$ cat src/design/lpd_pkg.sv
// ----------------------------------------------------------------------------
// lpd_pkg
// Shared types and constants for the length prefix deframer.
// ----------------------------------------------------------------------------
package lpd_pkg;

	localparam int HEADER_BYTES = 4;
	localparam int LEN_W        = 31;
	localparam int SHIFT_W      = 8 * (HEADER_BYTES - 1);
	localparam int CFG_IDX_W    = 8;
	localparam int CFG_DATA_W   = 32;

	localparam logic [1:0] HDR_LAST = 2'(HEADER_BYTES - 1);

	localparam logic [CFG_IDX_W-1:0] REG_MIN_LENGTH = CFG_IDX_W'(0);
	localparam logic [CFG_IDX_W-1:0] REG_MAX_LENGTH = CFG_IDX_W'(1);

	localparam logic [LEN_W-1:0] MIN_LENGTH_RST = LEN_W'(1);
	localparam logic [LEN_W-1:0] MAX_LENGTH_RST = LEN_W'(65536);

	typedef struct packed {
		logic [LEN_W-1:0] min_length;
		logic [LEN_W-1:0] max_length;
	} lpd_cfg_t;

endpackage

$ cat src/design/lpd_if.sv
// ----------------------------------------------------------------------------
// lpd_if
// Valid/ready channels of the deframer: received bytes, results, config.
// ----------------------------------------------------------------------------
interface lpd_in_if;
	logic       valid;
	logic       ready;
	logic [7:0] rx_byte;

	modport source (output valid, output rx_byte, input ready);
	modport sink   (input valid, input rx_byte, output ready);
endinterface

interface lpd_out_if;
	logic       valid;
	logic       ready;
	logic [7:0] payload_byte;
	logic       end_of_message;
	logic       length_error;

	modport source (output valid, output payload_byte, output end_of_message,
		output length_error, input ready);
	modport sink   (input valid, input payload_byte, input end_of_message,
		input length_error, output ready);
endinterface

interface lpd_cfg_if;
	logic        valid;
	logic        ready;
	logic [7:0]  index;
	logic [31:0] data;

	modport source (output valid, output index, output data, input ready);
	modport sink   (input valid, input index, input data, output ready);
endinterface

$ cat src/design/lpd_cfg_regs.sv
// ----------------------------------------------------------------------------
// lpd_cfg_regs
// Length limit registers, written through the config channel.
// ----------------------------------------------------------------------------
module lpd_cfg_regs (
	input  logic            clk,
	input  logic            arst_n,
	lpd_cfg_if.sink         cfg,
	output lpd_pkg::lpd_cfg_t limits
);
	import lpd_pkg::*;

	logic [LEN_W-1:0] min_length_q;
	logic [LEN_W-1:0] max_length_q;

	assign cfg.ready = 1'b1;

	always_ff @(posedge clk or negedge arst_n) begin
		if (!arst_n) begin
			min_length_q <= MIN_LENGTH_RST;
			max_length_q <= MAX_LENGTH_RST;
		end else if (cfg.valid) begin
			// unknown indexes are dropped
			if (cfg.index == REG_MIN_LENGTH) begin
				min_length_q <= cfg.data[LEN_W-1:0];
			end
			if (cfg.index == REG_MAX_LENGTH) begin
				max_length_q <= cfg.data[LEN_W-1:0];
			end
		end
	end

	assign limits.min_length = min_length_q;
	assign limits.max_length = max_length_q;

endmodule

$ cat src/design/lpd_core.sv
// ----------------------------------------------------------------------------
// lpd_core
// Input register, header/payload sequencing and result register.
// ----------------------------------------------------------------------------
module lpd_core (
	input  logic              clk,
	input  logic              arst_n,
	input  lpd_pkg::lpd_cfg_t limits,
	lpd_in_if.sink            rx,
	lpd_out_if.source         tx
);
	import lpd_pkg::*;

	typedef enum logic [1:0] {
		PH_HEADER  = 2'd0,
		PH_PAYLOAD = 2'd1,
		PH_ERROR   = 2'd2
	} phase_t;

	logic             valid_s1;
	logic [7:0]       byte_s1;

	phase_t           phase_q, phase_d;
	logic [1:0]       hdr_cnt_q, hdr_cnt_d;
	logic [SHIFT_W-1:0] hdr_shift_q, hdr_shift_d;
	logic [LEN_W-1:0] left_q, left_d;

	logic             out_valid_q;
	logic [7:0]       out_byte_q;
	logic             out_eom_q;
	logic             out_err_q;

	logic             out_free;
	logic             step;
	logic             res_valid;
	logic [7:0]       res_byte;
	logic             res_eom;
	logic             res_err;
	logic [31:0]      len;
	logic             len_bad;

	assign out_free = !out_valid_q || tx.ready;
	assign step     = valid_s1 && out_free;
	assign rx.ready = !valid_s1 || out_free;

	always_ff @(posedge clk or negedge arst_n) begin
		if (!arst_n) begin
			valid_s1 <= 1'b0;
		end else if (rx.ready) begin
			valid_s1 <= rx.valid;
		end
	end

	always_ff @(posedge clk) begin
		if (rx.ready && rx.valid) begin
			byte_s1 <= rx.rx_byte;
		end
	end

	assign len     = {byte_s1, hdr_shift_q};
	// bit 31 set means negative, below any minimum
	assign len_bad = len[31] || (len[LEN_W-1:0] < limits.min_length) ||
		(len[LEN_W-1:0] > limits.max_length);

	always_comb begin
		phase_d     = phase_q;
		hdr_cnt_d   = hdr_cnt_q;
		hdr_shift_d = hdr_shift_q;
		left_d      = left_q;
		res_valid   = 1'b0;
		res_byte    = 8'd0;
		res_eom     = 1'b0;
		res_err     = 1'b0;
		case (phase_q)
			PH_HEADER: begin
				if (hdr_cnt_q != HDR_LAST) begin
					hdr_shift_d[8*hdr_cnt_q +: 8] = byte_s1;
					hdr_cnt_d = hdr_cnt_q + 2'd1;
				end else begin
					hdr_shift_d = '0;
					hdr_cnt_d   = 2'd0;
					if (len_bad) begin
						phase_d   = PH_ERROR;
						res_valid = 1'b1;
						res_err   = 1'b1;
					end else if (len == 32'd0) begin
						phase_d = PH_HEADER;
					end else begin
						left_d  = len[LEN_W-1:0];
						phase_d = PH_PAYLOAD;
					end
				end
			end
			PH_PAYLOAD: begin
				left_d    = left_q - LEN_W'(1);
				res_valid = 1'b1;
				res_byte  = byte_s1;
				res_eom   = (left_q == LEN_W'(1));
				if (res_eom) begin
					phase_d = PH_HEADER;
				end
			end
			default: begin
				// error: drop everything until reset
			end
		endcase
	end

	always_ff @(posedge clk or negedge arst_n) begin
		if (!arst_n) begin
			phase_q     <= PH_HEADER;
			hdr_cnt_q   <= 2'd0;
			hdr_shift_q <= '0;
			left_q      <= '0;
			out_valid_q <= 1'b0;
		end else begin
			if (step) begin
				phase_q     <= phase_d;
				hdr_cnt_q   <= hdr_cnt_d;
				hdr_shift_q <= hdr_shift_d;
				left_q      <= left_d;
			end
			if (out_free) begin
				out_valid_q <= step && res_valid;
			end
		end
	end

	always_ff @(posedge clk) begin
		if (step && res_valid) begin
			out_byte_q <= res_byte;
			out_eom_q  <= res_eom;
			out_err_q  <= res_err;
		end
	end

	assign tx.valid          = out_valid_q;
	assign tx.payload_byte   = out_byte_q;
	assign tx.end_of_message = out_eom_q;
	assign tx.length_error   = out_err_q;

endmodule

$ cat src/design/length_prefix_deframer.sv
// Path: an accepted byte is held in the input register, then its result in the result register.
// Throughput: one byte per cycle; the input register and the result
//   register both advance whenever the result register is empty or taken.
// Reset: arst_n clears to header phase with limits min 1, max 65536;
//   after a length error the block drops all bytes until reset.
// ----------------------------------------------------------------------------
// length_prefix_deframer
// Splits a byte stream into messages framed by a 4-byte signed LE length.
// ----------------------------------------------------------------------------
module length_prefix_deframer (
	input  logic      clk,
	input  logic      arst_n,
	lpd_in_if.sink    rx,
	lpd_out_if.source tx,
	lpd_cfg_if.sink   cfg
);
	import lpd_pkg::*;

	lpd_cfg_t limits;

	lpd_cfg_regs u_cfg (
		.clk    (clk),
		.arst_n (arst_n),
		.cfg    (cfg),
		.limits (limits)
	);

	lpd_core u_core (
		.clk    (clk),
		.arst_n (arst_n),
		.limits (limits),
		.rx     (rx),
		.tx     (tx)
	);

endmodule
$ cat src/flat_wrapper.sv
// flat-port wrapper written by rule: the top's interface ports become plain ports
module length_prefix_deframer_flat import lpd_pkg::*;
  (clk, arst_n, rx_valid, rx_rx_byte, rx_ready, tx_valid, tx_payload_byte, tx_end_of_message, tx_length_error, tx_ready, cfg_valid, cfg_index, cfg_data, cfg_ready);
  lpd_in_if rx_i ();
  lpd_out_if tx_i ();
  lpd_cfg_if cfg_i ();
  input  logic clk;
  input  logic arst_n;
  input wire logic [$bits(rx_i.valid)-1:0] rx_valid;
  input wire logic [$bits(rx_i.rx_byte)-1:0] rx_rx_byte;
  output wire logic [$bits(rx_i.ready)-1:0] rx_ready;
  output wire logic [$bits(tx_i.valid)-1:0] tx_valid;
  output wire logic [$bits(tx_i.payload_byte)-1:0] tx_payload_byte;
  output wire logic [$bits(tx_i.end_of_message)-1:0] tx_end_of_message;
  output wire logic [$bits(tx_i.length_error)-1:0] tx_length_error;
  input wire logic [$bits(tx_i.ready)-1:0] tx_ready;
  input wire logic [$bits(cfg_i.valid)-1:0] cfg_valid;
  input wire logic [$bits(cfg_i.index)-1:0] cfg_index;
  input wire logic [$bits(cfg_i.data)-1:0] cfg_data;
  output wire logic [$bits(cfg_i.ready)-1:0] cfg_ready;
  assign rx_i.valid = rx_valid;
  assign rx_i.rx_byte = rx_rx_byte;
  assign rx_ready = rx_i.ready;
  assign tx_valid = tx_i.valid;
  assign tx_payload_byte = tx_i.payload_byte;
  assign tx_end_of_message = tx_i.end_of_message;
  assign tx_length_error = tx_i.length_error;
  assign tx_i.ready = tx_ready;
  assign cfg_i.valid = cfg_valid;
  assign cfg_i.index = cfg_index;
  assign cfg_i.data = cfg_data;
  assign cfg_ready = cfg_i.ready;
  length_prefix_deframer u_core (.clk(clk), .arst_n(arst_n), .rx(rx_i), .tx(tx_i), .cfg(cfg_i));
endmodule
$ cat config.mk
export PLATFORM = sky130hd
export DESIGN_NAME = length_prefix_deframer_flat
export DESIGN_NICKNAME = d
export VERILOG_FILES = /design/src/design/lpd_pkg.sv /design/src/design/lpd_if.sv /design/src/design/lpd_cfg_regs.sv /design/src/design/lpd_core.sv /design/src/design/length_prefix_deframer.sv /design/src/flat_wrapper.sv
export SDC_FILE = /design/constraint.sdc
export NUM_CORES = 1
export LEC_CHECK = 0
export BUFFER_PORTS_ARGS = -buffer_cell sky130_fd_sc_hd__buf_4
export CORE_MARGIN = 10
export CORE_UTILIZATION = 55
export DETAILED_ROUTE_END_ITERATION = 12
export GPL_TIMING_DRIVEN = 0
export MAX_ROUTING_LAYER = met4
export PLACE_DENSITY = 0.81
export REMOVE_ABC_BUFFERS = 1
export SLEW_MARGIN = 40
export SYNTH_ARGS = -nofsm -noshare
export SYNTH_HDL_FRONTEND = slang
export SYNTH_SLANG_ARGS = --single-unit
$ cat constraint.sdc
create_clock -name clk -period 3.35 [get_ports clk]
set_input_delay 0.5025 -clock clk [delete_from_list [all_inputs] [get_ports clk]]
set_output_delay 0.5025 -clock clk [all_outputs]
set_load 0.005 [all_outputs]
==> summary.md, run 1 <==
| Metric | Value |
|---|---|
| GR Util All Layers | `roughly 20%` |
| Setup_tns | `0 ps` |
| Post-Syn Area | `~7700 um^2` |
| Drt drc | `0` |
| Vias | `approximately 6300` |
| Synth warn | `0` |
| Crit path required time | `~3700 ps` |
| Fin util | `between 60% and 70%` |
| Port bufs | `between 60 and 70` |
| PwrDens | `569.5 nW/um^2` |
| Commonest non-fill, non-tap cell in the layout | `dfrtp_1` |
| Netlist cell types | `56` |
| Reg2reg end | `u_core.u_core.left_q[3]` |
| WS Path Type | `reg2reg` |
| Crit path DAT | `about 3500 ps` |
| Global-route wire length before repair | `31910 um` |
| Later-pin clock latency in the skew report | `430 ps` |
| Clock skew | `~7.4 ps` |
| Dominant synthesized flop cell | `dfrtp_1` |
| Clk network pwr share | `between 30% and 40%` |
| Max-cap viol count | `0` |
| Min cycle time layout | `3217 ps` |
| Fmax | `approximately 310 MHz` |
| Layout area overhead | `17.80%` |
| Comb power frac | `around a fifth` |
| HP Class | `in2reg` |
| Clk root buf | `clkbuf_16` |
| Nets | `~1000` |
| CTS Buf Count | `17` |
| Initial drt markers | `roughly 530` |
| Outcome | `completed` |
| Gpl congestion | `about 0.85` |
| Internal reg-to-reg setup slack | `130 ps` |
| Number of nets with antenna violations after routing | `0` |
| Async set or reset register ratio after synthesis | `slightly below 90%` |
| Vias in the first global route | `6490` |
| Ant diodes | `0` |
| RSZ-0062 raised after global routing | `no` |
| Switching Power | `between 1.5 and 2 mW` |
| Critical Path Source Type | `flop` |
| CTS H-tree depth | `4` |
| Leak Pwr | `around 4.3 nW` |
| Slew margin rel. | `a little over two fifths` |
| DR pass1 iterations | `5` |
| Post-DR wirelength/cell | `17.72 um` |
| Dpl ws | `roughly 210 ps` |
| CP Launch Point | `u_core.u_core.hdr_shift_q[2]` |
| WL final | `roughly 19000 um` |
| Final setup viols | `0` |
| Fill count | `1084` |
| EDFF count, synth | `18` |
| Initial antenna violation count | `0` |
| Final Total Pwr | `a little over 5 mW` |
| TritonCTS clock tree | `built` |
| Crit-path max FO | `27` |
| CTS Buffer Depth | `2` |
| Final hold viol count | `0` |
| Internal | `about 3.6 mW` |
| Overflow after GRT | `0` |
| Std cell rows | `43` |
| Die H | `138.7 um` |
| Vias per inst | `around 6` |
| VDD IR-drop max | `approximately 0.47 mV` |
| RR Startpoint | `u_core.u_core.hdr_shift_q[2]` |
| Share of cells above drive strength 1 | `roughly 17%` |
| Seq/Total Area, Yosys | `between 40% and 50%` |
| Clock transition at the registers of the reported paths | `60 ps` |
| Most frequent cells in the layout | `dfrtp_1 (121), o21ai_0 (111), nand2_1 (104), nor2_1 (70)` |
| Crit. End Element | `flop` |
| Final Max Tran Viols | `0` |
| Starting Density | `56.01%` |
| Sequential share of power | `between 40% and 50%` |
| Die W | `138.7 um` |
| Num ports | `66` |
| Core area | `~14000 um^2` |
| Largest net degree at the start of global routing | `75` |
| Die footprint | `about 19000 um^2` |
| Post-DP HPWL | `approximately 13000 um` |
| Number of synthesized register bits | `141` |
| Average footprint of a synthesized cell | `9.298 um^2` |
| R2r worst-path depth | `11` |
| Register area | `between 3000 and 4000 um^2` |
| Multi-input logic area | `between 3000 and 4000 um^2` |
| Syn Inst Count | `833` |
| Worst Tran Pin Value | `approximately 850 ps` |
| Post-route clock period utilization | `between 90 and 100%` |
| Sw Share | `a little under a third` |
| Worst setup path end | `u_core.u_core.left_q[3]` |
| Clock sink total | `~140` |
| Final setup margin | `around 130 ps` |
## critical path: stages (launching register included)
cell     delay [ps]
dfrtp_1         460
ha_1            340
nand2_1          70
o21ai_0         200
a21oi_1         130
o41ai_1         740
a221o_1         330
a21oi_4         140
buf_16          190
buf_8           160
o21ai_0         180
o21ai_0         130
## worst min path at each step
| stage | startpoint | endpoint | slack (ps) | cells past startpoint |
|---|---|---|---|---|
| 3_3_place_gp | u_core.u_core.left_q[17] | u_core.u_core.left_q[17] | 480 | 2 |
| 2_1_floorplan | arst_n | u_core.u_cfg.max_length_q[0] | 210 | 0 |
| 5_1_grt | rx_rx_byte[5] | u_core.u_core.byte_s1[5] | 230 | 1 |
| 6_report | rx_rx_byte[7] | u_core.u_core.byte_s1[7] | 250 | 1 |
| 4_1_cts | rx_rx_byte[7] | u_core.u_core.byte_s1[7] | 230 | 1 |
| 3_5_place_dp | arst_n | u_core.u_cfg.min_length_q[9] | 440 | 1 |
## power by group through the flow
stage | sequential [mW] | combinational, mW | clock (mW)
finish | 2.10 | 1.08 | 2.01
global route | 2.11 | 1.23 | 2.11
CTS | 2.10 | 1.06 | 2.03
detailed placement | 2.13 | 1.03 | 0
global placement | 2.12 | 0.967 | 0
floorplan | 2.03 | 0.715 | 0
## cell families after synthesis
| logic type | Yosys count | synth area share, % |
|---|---|---|
| other | 1 | 0.04842 |
| AND/OR/NAND/NOR | 278 | 16.82 |
| flip-flops | 141 | 46.75 |
| buffers and inverters | 103 | 5.460 |
| multiplexers | 33 | 4.782 |
| AO/OA/AOI/OAI | 209 | 15.15 |
| adder cells (fa/ha/maj) | 68 | 10.99 |
## layer usage
layer	part of all wire, %	vias to the layer above	global-route usage [%]
met5	0	-	-
met4	2.5	0	8.182
met1	42	3061	24.13
met2	50	184	33.81
met3	5.0	48	4.521
li1	-	3034	-
## registers in the layout, indices dropped and copies added, names as in the netlist, 2 cells and up
signal                         flops
u_core.u_cfg.max_length_q         31
u_core.u_cfg.min_length_q         31
u_core.u_core.phase_q              2
u_core.u_core.hdr_cnt_q            2
u_core.u_core.left_q              31
u_core.u_core.hdr_shift_q         24
u_core.u_core.tx.payload_byte      8
u_core.u_core.byte_s1              8
## synth_stat cells, types with 2 or more instances
library cell | instances | area share [%]
dfrtp_1 | 121 | 39
o21ai_0 | 111 | 7.2
nand2_1 | 104 | 5.0
nor2_1 | 72 | 3.5
ha_1 | 68 | 11
inv_1 | 68 | 3.3
a21oi_1 | 56 | 3.6
mux2_2 | 32 | 4.7
clkbuf_1 | 20 | 0.97
edfxtp_1 | 18 | 7.0
nand3_1 | 18 | 1.2
nor4_1 | 17 | 1.4
and2_1 | 12 | 0.97
nor3_1 | 11 | 0.71
a22oi_1 | 10 | 0.97
nand4_1 | 10 | 0.81
and3_1 | 9 | 0.73
buf_1 | 5 | 0.24
nand3b_1 | 4 | 0.39
nor2b_1 | 4 | 0.32
o21ai_1 | 4 | 0.26
a211oi_1 | 3 | 0.29
a31oi_1 | 3 | 0.24
buf_6 | 3 | 0.44
clkbuf_2 | 3 | 0.19
nand2b_1 | 3 | 0.24
or3_1 | 3 | 0.24
a211oi_2 | 2 | 0.32
a221o_1 | 2 | 0.26
a221oi_1 | 2 | 0.23
and4_1 | 2 | 0.23
buf_2 | 2 | 0.13
buf_4 | 2 | 0.19
dfstp_2 | 2 | 0.68
nor4_2 | 2 | 0.32
o22a_1 | 2 | 0.23
o22ai_1 | 2 | 0.16
o31ai_1 | 2 | 0.19
or2_2 | 2 | 0.16
## area by class of cell
type                       count  share of cell area [%]
clock buffer                  17                   4.663
tap                          180                   2.468
sequential                   141                   39.69
multi-input combinational    589                   41.14
clock inverter                15                   2.167
inverter                      68                   2.798
timing repair buffer          73                   7.076
## through the flow
step | hold WS, ps | cell area [um^2] | cells
5_1_grt | 230.4 | 9124 | 1083
3_3_place_gp | 482.5 | 8275 | 1041
6_report | 246.0 | 9124 | 1083
2_1_floorplan | 206.9 | 7577 | 798
4_1_cts | 234.9 | 9087 | 1080
3_5_place_dp | 441.9 | 8454 | 1047
## what timing repair did
item                                    in CTS  in global routing
setup buffers                                0                  3
hold endpoints to repair                    47                  0
hold buffers                                 1                  0
resized for setup                            0                  1
endpoints found under the setup margin       0                 22
(Power assumes the default switching activity.)
==> run 2: changes to the inputs <==
--- a/config.mk
+++ b/config.mk
@@ -6,7 +6,7 @@
 export NUM_CORES = 1
 export LEC_CHECK = 0
 export BUFFER_PORTS_ARGS = -buffer_cell sky130_fd_sc_hd__buf_4
-export CORE_MARGIN = 10
+export CORE_MARGIN = 1
 export CORE_UTILIZATION = 55
 export DETAILED_ROUTE_END_ITERATION = 12
 export GPL_TIMING_DRIVEN = 0
==> run 2 against run 1 <==
  * Combinational power shrank 4%
  * Sequential power is essentially flat
  * Setup slack gained 93 ps
  * Largest cell class unchanged
==> summary.md, run 2 (synthesized netlist as in run 1, its figures left out) <==
| Metric | Value |
|---|---|
| Final setup viols | `0 (unchanged)` |
| Clk root buf | `clkbuf_16` |
| Share of cells above drive strength 1 | `17.22% (-0.28 points)` |
| Clk network pwr share | `37.4% (-1.3 points)` |
| RSZ-0062 raised after global routing | `no` |
| Internal reg-to-reg setup slack | `230 ps (+90 ps)` |
| Port bufs | `63 (unchanged)` |
| Initial antenna violation count | `0 (unchanged)` |
| Critical Path Max Stage Delay | `610 ps (-130 ps)` |
| Setup_tns | `0 ps (unchanged)` |
| Crit-path max FO | `10 (-63%)` |
| Core area | `13510 um^2 (-2.3%)` |
| VDD IR-drop max | `0.6068 mV (+30%)` |
| Starting Density | `57.35% (+1.3 points)` |
| CTS Buffer Depth | `2 (unchanged)` |
| Vias | `6209 (-1.9%)` |
| Sequential share of power | `41.9% (+1.4 points)` |
| Final setup margin | `226.4 ps (+93.07 ps)` |
| Switching Power | `1.596 mW (-1.7%)` |
| Hold Startpoint | `rx_rx_byte[1]` |
| Critical Path Source Type | `flop` |
| HP Class | `in2reg` |
| Cell mode on critical path | `nand2_1` |
| Layout area overhead | `16.87%` |
| PwrDens | `556.2 nW/um^2 (-2.3%)` |
| CTS Buf Count | `17 (unchanged)` |
| Overflow after GRT | `0 (unchanged)` |
| Outcome | `completed` |
| Worst Tran Pin Value | `812.3 ps (-36.76 ps)` |
| Dpl ws | `274.2 ps (+64.25 ps)` |
| Final Max Tran Viols | `0 (unchanged)` |
| Vias per inst | `5.770 (-1.2%)` |
| Largest net degree at the start of global routing | `50 (-33%)` |
| R2r worst-path depth | `9 (-2)` |
| Comb power frac | `20.7% (about the same)` |
| Crit path buf inv count | `0 (-2)` |
| Gpl congestion | `0.8742 (+2.6%)` |
| Global-route wire length before repair | `29170 um (-8.6%)` |
| Hold WS | `254.2 ps (+8.221 ps)` |
| Max-cap viol count | `0 (unchanged)` |
| Crit path DAT | `3210 ps (-300 ps)` |
| Vias in the first global route | `5942 (-8.4%)` |
| Crit-path slowest cell | `edfxtp_1` |
| Drt drc | `0 (unchanged)` |
| Leak Pwr | `4.292 nW (-0.78%)` |
| Post-DP HPWL | `12140 um (-7.0%)` |
| Min cycle time layout | `3124 ps (-93.07 ps)` |
| Die W | `120.7 um (-13%)` |
| GR Util All Layers | `26.74% (+6.2 points)` |
| Fill count | `1022 (-5.7%)` |
| Fmax | `320.1 MHz (+3.0%)` |
| Hold EP | `u_core.u_core.byte_s1[1]` |
| Hold Path Stages | `1 (unchanged)` |
| WL final | `17510 um (-8.8%)` |
| Sw Share | `31.71% (+0.45 points)` |
| Clock transition at the registers of the reported paths | `60 ps (about the same)` |
| Post-DR wirelength/cell | `16.27 um (-8.2%)` |
| Reg2reg end | `u_core.u_core.tx.payload_byte[2]` |
| RR Startpoint | `u_core.u_core.byte_s1[5]` |
| Die H | `120.7 um (-13%)` |
| Post-route clock period utilization | `93.24% (-2.8 points)` |
| Number of nets with antenna violations after routing | `0 (unchanged)` |
| TritonCTS clock tree | `built` |
| Die footprint | `14560 um^2 (-24%)` |
| Final hold viol count | `0 (unchanged)` |
| Crit. End Element | `flop` |
| Num ports | `66 (unchanged)` |
| Clock skew | `7.536 ps (+0.1580 ps)` |
| Commonest non-fill, non-tap cell in the layout | `dfrtp_1` |
| Final Total Pwr | `5.034 mW (-3.1%)` |
| CP top delay family | `compound AO/OA/AOI/OAI gates` |
| Internal | `3.438 mW (-3.7%)` |
| Most frequent cells in the layout | `dfrtp_1 (121), o21ai_0 (111), nand2_1 (104), nor2_1 (70)` |
| Crit path required time | `3440 ps (-210 ps)` |
| Slew margin rel. | `45.79% (+2.5 points)` |
| Cells along the critical path | `ha_1 > a21oi_1 > nand2_1 > a221oi_1 > nor2_1 > a221o_1 > nand2_1 > nand2_1 > a21oi_4` |
| Later-pin clock latency in the skew report | `420 ps (about the same)` |
| Placed Area | `8424 um^2 (-0.36%)` |
| Clock sink total | `141 (unchanged)` |
| CTS H-tree depth | `4 (unchanged)` |
| Std cell rows | `42 (-2.3%)` |
| Ant diodes | `0 (unchanged)` |
| Initial drt markers | `462 (-12%)` |
| Design Area, Final | `9051 um^2 (-0.80%)` |
| WS Path Type | `reg2reg` |
| DR pass1 iterations | `6 (+1)` |
| Nets | `1008 (-0.30%)` |
| Largest regs | `u_core.u_cfg.max_length_q (31), u_core.u_cfg.min_length_q (31), u_core.u_core.left_q (31)` |
run 2: cell types whose count changed in the layout (fill, tap and decap cells not counted), sizes merged:
| cell | previous run | this run |
|---|---|---|
| inv | 68 | 72 |
| buf | 72 | 69 |
| bufinv | 4 | 2 |
| clkinv | 6 | 4 |
| clkbuf | 17 | 18 |
| clkinvlp | 5 | 4 |
run 2: final cells by class:
cell class / instances / area, um^2 / share of cell area [%]
Inverter: 68 / 255.2 / 2.820
Sequential cell: 141 / 3621 / 40.01
Clock inverter: 14 / 161.4 / 1.783
Clock buffer: 18 / 429.2 / 4.742
Tap cell: 176 / 220.2 / 2.433
Timing Repair Buffer: 70 / 603.1 / 6.663
Multi-Input combinational cell: 589 / 3761 / 41.55
run 2: worst max path at each step:
| stage | end | depth (start not counted) | start |
|---|---|---|---|
| 2_1_floorplan | u_core.u_cfg.min_length_q[0] | 4 | cfg_index[4] |
| 3_3_place_gp | u_core.u_cfg.min_length_q[0] | 5 | cfg_index[4] |
| 3_5_place_dp | u_core.u_core.tx.payload_byte[3] | 9 | u_core.u_core.byte_s1[2] |
| 4_1_cts | u_core.u_core.tx.payload_byte[5] | 9 | u_core.u_core.byte_s1[2] |
| 5_1_grt | u_core.u_core.tx.payload_byte[4] | 9 | u_core.u_core.byte_s1[2] |
| 6_report | u_core.u_core.tx.payload_byte[2] | 9 | u_core.u_core.byte_s1[5] |
run 2: layer usage:
layer	up-vias	global-route usage [%]	routed length, um
met5	-	-	0
met4	0	8.333	426
met3	31	5.660	1008
met2	192	42.53	8415
met1	2963	34.40	7657
li1	3023	-	-
run 2: stage by stage:
step | cells | utilization [%]
final | 1076 | 67.02
after detailed placement | 1043 | 62.38
after global placement | 1037 | 61.24
after global routing | 1076 | 67.02
after floorplan | 798 | -
after CTS | 1076 | 66.82
run 2: repair_timing:
action | CTS | global route
buffers inserted | 0 | 0
hold buffers | 1 | 0
gates resized for setup | 0 | 1
endpoints found under the setup margin | 0 | 10
endpoints found under the hold margin | 36 | 0
run 2: power by group through the flow:
stage,combinational [mW],sequential [mW],clock (mW)
after global routing,1.20,2.12,1.98
after detailed placement,1.01,2.13,0
after floorplan,0.715,2.03,0
after CTS,1.02,2.11,1.90
final,1.04,2.11,1.88
after global placement,0.959,2.12,0
